<file path="src/dnsnl_pkg.sv">
// Package for the DNS name length scanner.
// Holds the status codes and the scan state and result types.
// No dependencies.
package dnsnl_pkg;

   // Result status codes.
   localparam logic [2:0] ST_OK          = 3'd0;
   localparam logic [2:0] ST_NAME_BORDER = 3'd1;
   localparam logic [2:0] ST_PTR_BORDER  = 3'd2;
   localparam logic [2:0] ST_UNKNOWN     = 3'd3;
   localparam logic [2:0] ST_TOO_LONG    = 3'd4;

   // Label type in the top two bits of a length byte.
   localparam logic [1:0] KIND_LABEL   = 2'b00;
   localparam logic [1:0] KIND_POINTER = 2'b11;

   // Running length, before the terminator, at which a name is too long.
   localparam logic [8:0] MAX_LENGTH = 9'd255;

   // Scan state carried from byte to byte.
   typedef struct packed {
      logic       scan_active;
      logic [8:0] running_length;
      logic [5:0] label_bytes_left;
   } scan_state_type;

   // One result of the scan.
   typedef struct packed {
      logic       valid;
      logic [8:0] encoded_length;
      logic [2:0] scan_status;
   } scan_result_type;

endpackage

</file>
<file path="src/dnsnl_req_if.sv">
// Request channel of the DNS name length scanner: one message byte per request.
// Depends on nothing.
interface dnsnl_req_if;
   logic       valid;
   logic       ready;
   logic [7:0] data_byte;
   logic       name_start;
   logic       message_last;

   modport source (output valid, output data_byte, output name_start,
                   output message_last, input ready);
   modport sink   (input valid, input data_byte, input name_start,
                   input message_last, output ready);
endinterface

</file>
<file path="src/dnsnl_rsp_if.sv">
// Response channel of the DNS name length scanner: one name length per result.
// Depends on nothing.
interface dnsnl_rsp_if;
   logic       valid;
   logic       ready;
   logic [8:0] encoded_length;
   logic [2:0] scan_status;

   modport source (output valid, output encoded_length, output scan_status,
                   input ready);
   modport sink   (input valid, input encoded_length, input scan_status,
                   output ready);
endinterface

</file>
<file path="src/dnsnl_step.sv">
// Next-state and result logic for one message byte of the name scan.
// Depends on dnsnl_pkg.
module dnsnl_step (
   input  logic [7:0]               data_byte,
   input  logic                     name_start,
   input  logic                     message_last,
   input  dnsnl_pkg::scan_state_type state_cur,
   output dnsnl_pkg::scan_state_type state_next,
   output dnsnl_pkg::scan_result_type result
);
   import dnsnl_pkg::*;

   logic       active;
   logic [8:0] base_length;
   logic [5:0] base_left;
   logic [1:0] kind;
   logic [8:0] label_length;

   // A start marker restarts the scan from zero on this byte.
   assign active       = name_start | state_cur.scan_active;
   assign base_length  = name_start ? 9'd0 : state_cur.running_length;
   assign base_left    = name_start ? 6'd0 : state_cur.label_bytes_left;
   assign kind         = data_byte[7:6];
   assign label_length = base_length + {1'b0, data_byte} + 9'd1;

   // Classify the byte and decide whether the name ends here.
   always_comb begin
      state_next            = state_cur;
      result.valid          = 1'b0;
      result.encoded_length = 9'd0;
      result.scan_status    = ST_OK;
      if (active) begin
         state_next.scan_active      = 1'b1;
         state_next.running_length   = base_length;
         state_next.label_bytes_left = base_left;
         if (base_left != 6'd0) begin
            // Skip one byte of label content.
            state_next.label_bytes_left = base_left - 6'd1;
            if (message_last) begin
               result.valid       = 1'b1;
               result.scan_status = ST_NAME_BORDER;
            end
         end else if (data_byte == 8'd0) begin
            result.valid          = 1'b1;
            result.encoded_length = base_length + 9'd1;
         end else if (kind == KIND_POINTER) begin
            result.valid = 1'b1;
            if (message_last) begin
               result.scan_status = ST_PTR_BORDER;
            end else begin
               result.encoded_length = base_length + 9'd2;
            end
         end else if (kind != KIND_LABEL) begin
            result.valid       = 1'b1;
            result.scan_status = ST_UNKNOWN;
         end else begin
            // Plain label: count the length byte and its content.
            state_next.running_length   = label_length;
            state_next.label_bytes_left = data_byte[5:0];
            if (label_length >= MAX_LENGTH) begin
               result.valid       = 1'b1;
               result.scan_status = ST_TOO_LONG;
            end else if (message_last) begin
               result.valid       = 1'b1;
               result.scan_status = ST_NAME_BORDER;
            end
         end
         // Every result returns the scanner to idle.
         if (result.valid) begin
            state_next.scan_active      = 1'b0;
            state_next.running_length   = 9'd0;
            state_next.label_bytes_left = 6'd0;
         end
      end
   end

endmodule

</file>
<file path="src/dns_name_length_scanner.sv">
// A request byte is registered in the input register, then scanned into the
// result register when that register is free or drains. Throughput: one byte
// per cycle unless the result side stalls; the scan state update is a single add
// and compare on the registered byte. Reset (synchronous) empties both registers
// and returns the scanner to idle, waiting for a start marker.
// Top level of the DNS name length scanner; depends on dnsnl_pkg, the two
// channel interfaces and dnsnl_step.
module dns_name_length_scanner (
   input  logic     clock,
   input  logic     reset,
   dnsnl_req_if.sink   req_chan,
   dnsnl_rsp_if.source rsp_chan
);
   import dnsnl_pkg::*;

   logic            in_valid_ff;
   logic [7:0]      in_byte_ff;
   logic            in_start_ff;
   logic            in_last_ff;
   scan_state_type  state_ff;
   scan_state_type  state_in;
   scan_result_type step_result;
   logic            out_valid_ff;
   logic [8:0]      out_length_ff;
   logic [2:0]      out_status_ff;
   logic            advance;

   // The registered byte moves on when the result register is free or drains.
   assign advance        = in_valid_ff & (~out_valid_ff | rsp_chan.ready);
   assign req_chan.ready = ~in_valid_ff | advance;

   // Input register.
   always_ff @(posedge clock) begin
      if (reset) begin
         in_valid_ff <= 1'b0;
      end else if (req_chan.ready) begin
         in_valid_ff <= req_chan.valid;
      end
      if (req_chan.valid && req_chan.ready) begin
         in_byte_ff  <= req_chan.data_byte;
         in_start_ff <= req_chan.name_start;
         in_last_ff  <= req_chan.message_last;
      end
   end

   dnsnl_step u_step (
      .data_byte    (in_byte_ff),
      .name_start   (in_start_ff),
      .message_last (in_last_ff),
      .state_cur    (state_ff),
      .state_next   (state_in),
      .result       (step_result)
   );

   // Scan state and result register.
   always_ff @(posedge clock) begin
      if (reset) begin
         state_ff     <= '0;
         out_valid_ff <= 1'b0;
      end else begin
         if (advance) begin
            state_ff <= state_in;
         end
         if (advance && step_result.valid) begin
            out_valid_ff <= 1'b1;
         end else if (rsp_chan.ready) begin
            out_valid_ff <= 1'b0;
         end
      end
      if (advance && step_result.valid) begin
         out_length_ff <= step_result.encoded_length;
         out_status_ff <= step_result.scan_status;
      end
   end

   assign rsp_chan.valid          = out_valid_ff;
   assign rsp_chan.encoded_length = out_length_ff;
   assign rsp_chan.scan_status    = out_status_ff;

endmodule

</file>
<file path="src/flat_wrapper.sv">
// flat-port wrapper written by rule: the top's interface ports become plain ports
module dns_name_length_scanner_flat import dnsnl_pkg::*;
  (clock, reset, req_chan_valid, req_chan_data_byte, req_chan_name_start, req_chan_message_last, req_chan_ready, rsp_chan_valid, rsp_chan_encoded_length, rsp_chan_scan_status, rsp_chan_ready);
  dnsnl_req_if req_chan_i ();
  dnsnl_rsp_if rsp_chan_i ();
  input  logic clock;
  input  logic reset;
  input wire logic [$bits(req_chan_i.valid)-1:0] req_chan_valid;
  input wire logic [$bits(req_chan_i.data_byte)-1:0] req_chan_data_byte;
  input wire logic [$bits(req_chan_i.name_start)-1:0] req_chan_name_start;
  input wire logic [$bits(req_chan_i.message_last)-1:0] req_chan_message_last;
  output wire logic [$bits(req_chan_i.ready)-1:0] req_chan_ready;
  output wire logic [$bits(rsp_chan_i.valid)-1:0] rsp_chan_valid;
  output wire logic [$bits(rsp_chan_i.encoded_length)-1:0] rsp_chan_encoded_length;
  output wire logic [$bits(rsp_chan_i.scan_status)-1:0] rsp_chan_scan_status;
  input wire logic [$bits(rsp_chan_i.ready)-1:0] rsp_chan_ready;
  assign req_chan_i.valid = req_chan_valid;
  assign req_chan_i.data_byte = req_chan_data_byte;
  assign req_chan_i.name_start = req_chan_name_start;
  assign req_chan_i.message_last = req_chan_message_last;
  assign req_chan_ready = req_chan_i.ready;
  assign rsp_chan_valid = rsp_chan_i.valid;
  assign rsp_chan_encoded_length = rsp_chan_i.encoded_length;
  assign rsp_chan_scan_status = rsp_chan_i.scan_status;
  assign rsp_chan_i.ready = rsp_chan_ready;
  dns_name_length_scanner u_core (.clock(clock), .reset(reset), .req_chan(req_chan_i), .rsp_chan(rsp_chan_i));
endmodule
</file>
<file path="config.mk">
export PLATFORM = sky130hd
export DESIGN_NAME = dns_name_length_scanner_flat
export DESIGN_NICKNAME = d
export VERILOG_FILES = /design/src/dnsnl_pkg.sv /design/src/dnsnl_req_if.sv /design/src/dnsnl_rsp_if.sv /design/src/dnsnl_step.sv /design/src/dns_name_length_scanner.sv /design/src/flat_wrapper.sv
export SDC_FILE = /design/constraint.sdc
export NUM_CORES = 1
export LEC_CHECK = 0
export BUFFER_PORTS_ARGS = -buffer_cell sky130_fd_sc_hd__buf_2
export CAP_MARGIN = 20
export CORE_ASPECT_RATIO = 1.75
export CORE_UTILIZATION = 30
export DETAILED_ROUTE_END_ITERATION = 12
export MAX_ROUTING_LAYER = met4
export PLACE_DENSITY_LB_ADDON = 0.2
export SETUP_SLACK_MARGIN = 0.4
export SLEW_MARGIN = 20
export SYNTH_ARGS = -nofsm -noshare
export SYNTH_HDL_FRONTEND = slang
export SYNTH_SLANG_ARGS = --single-unit
</file>
<file path="constraint.sdc">
create_clock -name clock -period 8.95 [get_ports clock]
set_clock_uncertainty 0.2 [all_clocks]
set_input_delay 0.4475 -clock clock [delete_from_list [all_inputs] [get_ports clock]]
set_output_delay 0.4475 -clock clock [all_outputs]
set_load 0.01 [all_outputs]
</file>
# ---- Word level (Yosys, flattened, before mapping)
# Index checks and enable logic that the tools add are counted.
# W data, S select, Z words.
dict set report classes {
  n_addsub 5
  mul 0
  n_div 0
  n_lt_le_gt_ge 1
  eq_ne 1
  shift 0
  muxes 28
  bitwise_logic 7
  reduce_logical 8
}
# operator count
set op_table {}
lappend op_table {{$mux W15} 3}
lappend op_table {{$mux W9} 5}
lappend op_table {{$add A9 B1 Y9 const B} 2}
lappend op_table {{$mux W16} 1}
lappend op_table {{$mux W3} 5}
lappend op_table {{$mux W13} 1}
lappend op_table {{$mux W6} 2}
lappend op_table {{$mux W10} 1}
lappend op_table {{$add A9 B2 Y9 const B} 1}
lappend op_table {{$add A9 B8 Y9} 1}
lappend op_table {{$ge A9 B8 Y1 const B} 1}
lappend op_table {{$mux W1} 9}
lappend op_table {{$logic_not A8 Y1} 1}
lappend op_table {{$reduce_bool A6 Y1} 1}
lappend op_table {{$sub A6 B1 Y6 const B} 1}
lappend op_table {{$reduce_bool A2 Y1} 2}
lappend op_table {{$not A1 Y1} 3}
lappend op_table {{$or A1 B1 Y1} 3}
lappend op_table {{$eq A2 B2 Y1 const B} 1}
lappend op_table {{$logic_and A1 B1 Y1} 2}
lappend op_table {{$mux W2} 1}
lappend op_table {{$reduce_and A2 Y1} 1}
lappend op_table {{$reduce_or A2 Y1} 1}
lappend op_table {{$and A1 B1 Y1} 1}
dict set report word_totals {
  register_bits 40
  latchBits 0
  ram_bits 0
  romBits 0
  input_bits 14
  out_inout_bits 14
  elab_cells 60
  memories 0
}

# ---- Depth between registers and ports, before layout
dict set report depth {
  depth_word 13
  depth_mapped 15
  mapped_depth_nobuf 13
}

# ---- Modules after synthesis
# From an unflattened synthesis, not the netlist that was laid out.
dict set report unflattened {
  cells_unflattened 348
  hier_area_um2 3032.9
}
# mod n_inst cells_each area_each_um2
set by_module_without_submodules {}
lappend by_module_without_submodules {dnsnl_step 1 245 1551.5}
lappend by_module_without_submodules {dns_name_length_scanner 1 103 1481.4}

# ---- Worst setup path before layout
# OpenSTA, ideal clock, no wires.
dict set report synth_timing {
  kind {reg2reg}
  startpoint {reg u_core.in_start_ff}
  endpoint {reg u_core.out_length_ff[0], in the netlist u_core.rsp_chan.encoded_length[0] (enable)}
  setup_time_ns 0.385
  arrival_time_ns 3.479
  t_required_ns 8.365
  setup_slack_ns 4.886
  path_stages_with_launch 16
  period_less_slack_ns 4.064
  cell_sequence {edfxtp_1 buf_6 clkbuf_1 inv_1 nand2_1 ha_1 inv_1 ha_1 a21oi_2 a2111oi_4 nor3_1 o31ai_2 xor2_1 a41o_1 o21ai_4 a21oi_1}
}
dict set report synth_between {
  elab_chain_cells 12
  word_cells_on_any_way 15
}
# element line
set synth_rtl {}
lappend synth_rtl {{start, declared} dns_name_length_scanner.sv:18} ;# logic in_start_ff;
lappend synth_rtl {{start signal, assigned} dns_name_length_scanner.sv:41} ;# in_start_ff <= req_chan.name_start;
lappend synth_rtl {{$mux W9} dnsnl_step.sv:21} ;# assign base_length = name_start ? 9'd0 : state_cur.running_length;
lappend synth_rtl {{$add A9 B8 Y9} dnsnl_step.sv:24} ;# assign label_length = base_length + {1'b0, data_byte} + 9'd1;
lappend synth_rtl {{$add A9 B1 Y9} dnsnl_step.sv:24}
lappend synth_rtl {{$ge A9 B8 Y1} dnsnl_step.sv:60} ;# if (label_length >= MAX_LENGTH) begin
lappend synth_rtl {{$mux W1} dnsnl_step.sv:60}
lappend synth_rtl {{$mux W1} dnsnl_step.sv:53} ;# end else if (kind != KIND_LABEL) begin
lappend synth_rtl {{$mux W1} dnsnl_step.sv:46} ;# end else if (kind == KIND_POINTER) begin
lappend synth_rtl {{$mux W10} dnsnl_step.sv:43} ;# end else if (data_byte == 8'd0) begin
lappend synth_rtl {{$mux W1} dnsnl_step.sv:36} ;# if (base_left != 6'd0) begin
lappend synth_rtl {{$mux W1} dnsnl_step.sv:32} ;# if (active) begin
lappend synth_rtl {{$mux W13 *} dnsnl_step.sv:32}
lappend synth_rtl {{$logic_and A1 B1 Y1 *} dns_name_length_scanner.sv:70} ;# if (advance && step_result.valid) begin
lappend synth_rtl {{end signal, assigned} dns_name_length_scanner.sv:71} ;# out_length_ff <= step_result.encoded_length;
lappend synth_rtl {{end, declared} dns_name_length_scanner.sv:24} ;# logic [8:0] out_length_ff;
# Every way passes the cells marked *; elsewhere a longest branch is shown, timed or not. The select of a mux whose other input is x is not followed.
# A chain may end at the register's enable or synchronous reset.

# ---- Worst setup path in the final report
dict set report layout_timing {
  startpoint {reg u_core.in_start_ff}
  endpoint {reg u_core.out_status_ff[2], in the netlist u_core.rsp_chan.scan_status[2] (enable)}
}
dict set report layout_between {
  elab_chain_cells 12
  word_cells_on_any_way 15
}
# element line
set layout_rtl {}
lappend layout_rtl {{$mux W9} dnsnl_step.sv:21}
lappend layout_rtl {{$add A9 B8 Y9} dnsnl_step.sv:24}
lappend layout_rtl {{$add A9 B1 Y9} dnsnl_step.sv:24}
lappend layout_rtl {{$ge A9 B8 Y1} dnsnl_step.sv:60}
lappend layout_rtl {{$mux W1} dnsnl_step.sv:60}
lappend layout_rtl {{$mux W1} dnsnl_step.sv:53}
lappend layout_rtl {{$mux W1} dnsnl_step.sv:46}
lappend layout_rtl {{$mux W10} dnsnl_step.sv:43}
lappend layout_rtl {{$mux W1} dnsnl_step.sv:36}
lappend layout_rtl {{$mux W1} dnsnl_step.sv:32}
lappend layout_rtl {{$mux W13 *} dnsnl_step.sv:32}
lappend layout_rtl {{$logic_and A1 B1 Y1 *} dns_name_length_scanner.sv:70}
lappend layout_rtl {{end signal, assigned} dns_name_length_scanner.sv:72} ;# out_status_ff <= step_result.scan_status;
lappend layout_rtl {{end, declared} dns_name_length_scanner.sv:25} ;# logic [2:0] out_status_ff;
# Marked as above.

==> out/metrics.cfg <==
[timing]
rsz0062_at_grt=no
slew_viol_final=0
tightestPinTransition_ns=0.7050
fmax_mhz=232.1
worst_slack_ns=4.641
fin_tns_setup_ns=0
hold_ws_ns=0.1361
relSlewSlack_pct=53.00
setup_viol=0
hold_viol_final=0
fin_crit_sh_pct=48.15
period_minus_slack_ns=4.309

[run]
cap_violations=0

[clock_network]
cts_resized=0
numCtsBuffers=5
clock-sinks=40
clk-insertion-delay-late_ns=0.29
cts_tree=done
clkTransAtPathRegs_ns=0.05
hold_buffers=0
cts.path.max_buffers=2
clockRootBuffer=clkbuf_16
cts_max_level=2
post_cts_buffers=0

[synthesis]
synth_top_area_cell=edfxtp_1
yosys.area_share.simple_pct=21.49
synth_compound_area_share_pct=26.85
synthDominantCellAreaShare_pct=24.62
ys.flop_type=edfxtp_1
synth_top_family_by_area=compound AO/OA/AOI/OAI gates
synth_cell_type_count=60
synth_adder_area_share_pct=2.797
synthMuxAreaShare_pct=0.7459
synth_warnings=0
synthXorXnorAreaFrac_pct=5.874
ys_seq_area_share_pct=38.04
avgSynthCellArea_um2=9.129
synth.net_count=314
postSynthCellCount=294
syn_area_um2=2684
ys_seq_elements=40
synth_edf_count=22
synthArstFlopShare_pct=0
synthTopCellsByArea=edfxtp_1 (25%), dfxtp_1 (13%), a21oi_1 (4.3%)

[global_route]
grt.overflow.total=0
grt_start_max_net_pins=28
grtUsageTotal_pct=17.88
antenna_found_initial=0
grt_pass1_vias=2240
grt_pass1_wl_mm=11.98

[route]
wl_per_cell_um=17.07
vias=2304
antenna_left=0
firstDrtPassIters=4
drt_wl_total_mm=7.426
viasPerCell=5.297
drt_iter0_drc=167
drc=0

[setup_path]
critical_path_peak_fanout=27
critPathSlowestCell=a21oi_2
crit_type=flop to flop
crit_chain=buf_4 > inv_1 > nand2_1 > ha_1 > inv_1 > ha_1 > a21oi_2 > a2111oi_4 > nor3_1 > o31ai_2 > xor2_1 > a41o_1 > o21ai_4 > a21oi_2
cp.required_ns=8.67
crit_path_start_kind=flop
endpoint_kind=flop
critical-path-max-stage-delay_ns=0.59
cp.arrival_ns=4.02

[run_status]
status=finished, final reports clean

[layout]
nNetsFinal=337
layout_commonest_cell=nor2_1
n_fill_cell=946
area_growth_pct=13.80
final_cell_mix=nor2_1 (30), nand2_1 (29), buf_2 (27), a21oi_1 (22), edfxtp_1 (22)
drive_gt1_share_pct=20.13
diodes=0

[place]
dp_hpwl_mm=5.625
port_buffers=27
dp_slack_ns=4.251
place_congestion=1.024

[power_and_ir_drop]
leakage_uw=0.001114
total_power_uw=422.9
peakVddDrop_mv=0.08019
p_per_area_nw_per_um2=138.5

[die]
core_um2=8671
start_util_pct=30.95
ios=28
die-area_um2=9343
die_h_um=127.1
placementRows=45
die_width_um=73.50

[min_path]
hold_class=input port to flop

-- metrics by stage --
| stage | utilization (%) | cell area (um^2) | instances |
|---|---|---|---|
| final | 35.22 | 3054 | 435 |
| after global routing | 35.22 | 3054 | 435 |
| after CTS | 35.18 | 3050 | 435 |
| after detailed placement | 33.59 | 2913 | 427 |
| after global placement | 33.59 | 2913 | 427 |
| after floorplan | - | 2684 | 294 |
-- Yosys cell counts, types with 3 or more instances --
| library cell | count |
|---|---|
| nor2_1 | 30 |
| buf_2 | 3 |
| o21ai_0 | 19 |
| a31oi_1 | 3 |
| a22oi_1 | 4 |
| a211oi_1 | 5 |
| xnor2_1 | 5 |
| o21ai_1 | 4 |
| dfxtp_1 | 18 |
| a21oi_1 | 23 |
| nand2_1 | 29 |
| nor4_1 | 3 |
| o41ai_2 | 5 |
| or3_1 | 4 |
| nor3_1 | 10 |
| inv_1 | 6 |
| nand3_1 | 7 |
| nor2b_1 | 6 |
| nand2b_1 | 5 |
| a31o_2 | 3 |
| buf_6 | 3 |
| a32o_1 | 5 |
| xor2_1 | 13 |
| clkbuf_1 | 9 |
| ha_1 | 6 |
| edfxtp_1 | 22 |
-- report_power, final --
group	switching, uW	internal, uW	leakage, uW	total, uW
combinational	29.3	15.9	0.000683	45.2
clock	69.2	103	0.0000679	172
sequential	6.97	198	0.000363	205
-- routing by layer --
layer / part of all wire (%) / GRT usage [%] / vias to the layer above
li1: - / - / 1138
met1: 36 / 18.13 / 1063
met2: 54 / 31.08 / 75
met3: 3.6 / 2.760 / 28
met4: 6.0 / 11.31 / 0
met5: 0 / - / -
-- sequential cells by signal, indices dropped and copies added, names as in the netlist --
name	flops
u_core.in_byte_ff	8
u_core.in_last_ff	1
u_core.in_start_ff	1
u_core.in_valid_ff	1
u_core.rsp_chan.encoded_length	9
u_core.rsp_chan.scan_status	3
u_core.rsp_chan.valid	1
u_core.state_ff	16
-- cells by family (layout without fill, tap and decap cells) --
family / after synthesis / count (layout)
compound gates: 93 / 93
fa+ha+maj: 6 / 6
flops: 40 / 40
mux: 2 / 2
simple gates: 113 / 113
buf+inv: 22 / 46
xor+xnor: 18 / 18
-- worst max-delay path, delay by kind of cell, from the launching register on --
kind,cells,cell delay [ns]
xor gates and xnor gates,1,0.32
buffers and inverters,3,0.55
adders and majority gates,2,0.55
DFF,1,0.35
AOI/OAI and AO/OA,6,1.64
and+or+nand+nor,2,0.32
-- worst paths after layout --
check	start	endpoint	slack [ns]	cells after the start
setup reg to reg	u_core.in_start_ff	u_core.rsp_chan.scan_status[2]	4.64	14
hold / removal	req_chan_data_byte[6]	u_core.in_byte_ff[6]	0.14	1
hold reg to reg	u_core.state_ff[15]	u_core.state_ff[15]	0.29	2
setup / recovery	u_core.in_start_ff	u_core.rsp_chan.scan_status[2]	4.64	14
-- layout make-up --
type / instances / area (um^2) / share of cell area, %
clock buffer: 7 / 132.6 / 4.342
clock inverter: 1 / 5.005 / 0.1639
inverter: 6 / 22.52 / 0.7374
multi-input combinational: 232 / 1554 / 50.88
sequential: 40 / 1021 / 33.43
tap: 117 / 146.4 / 4.793
timing repair buffer: 32 / 172.7 / 5.653
No activity file was read; power rests on OpenSTA's default activity.
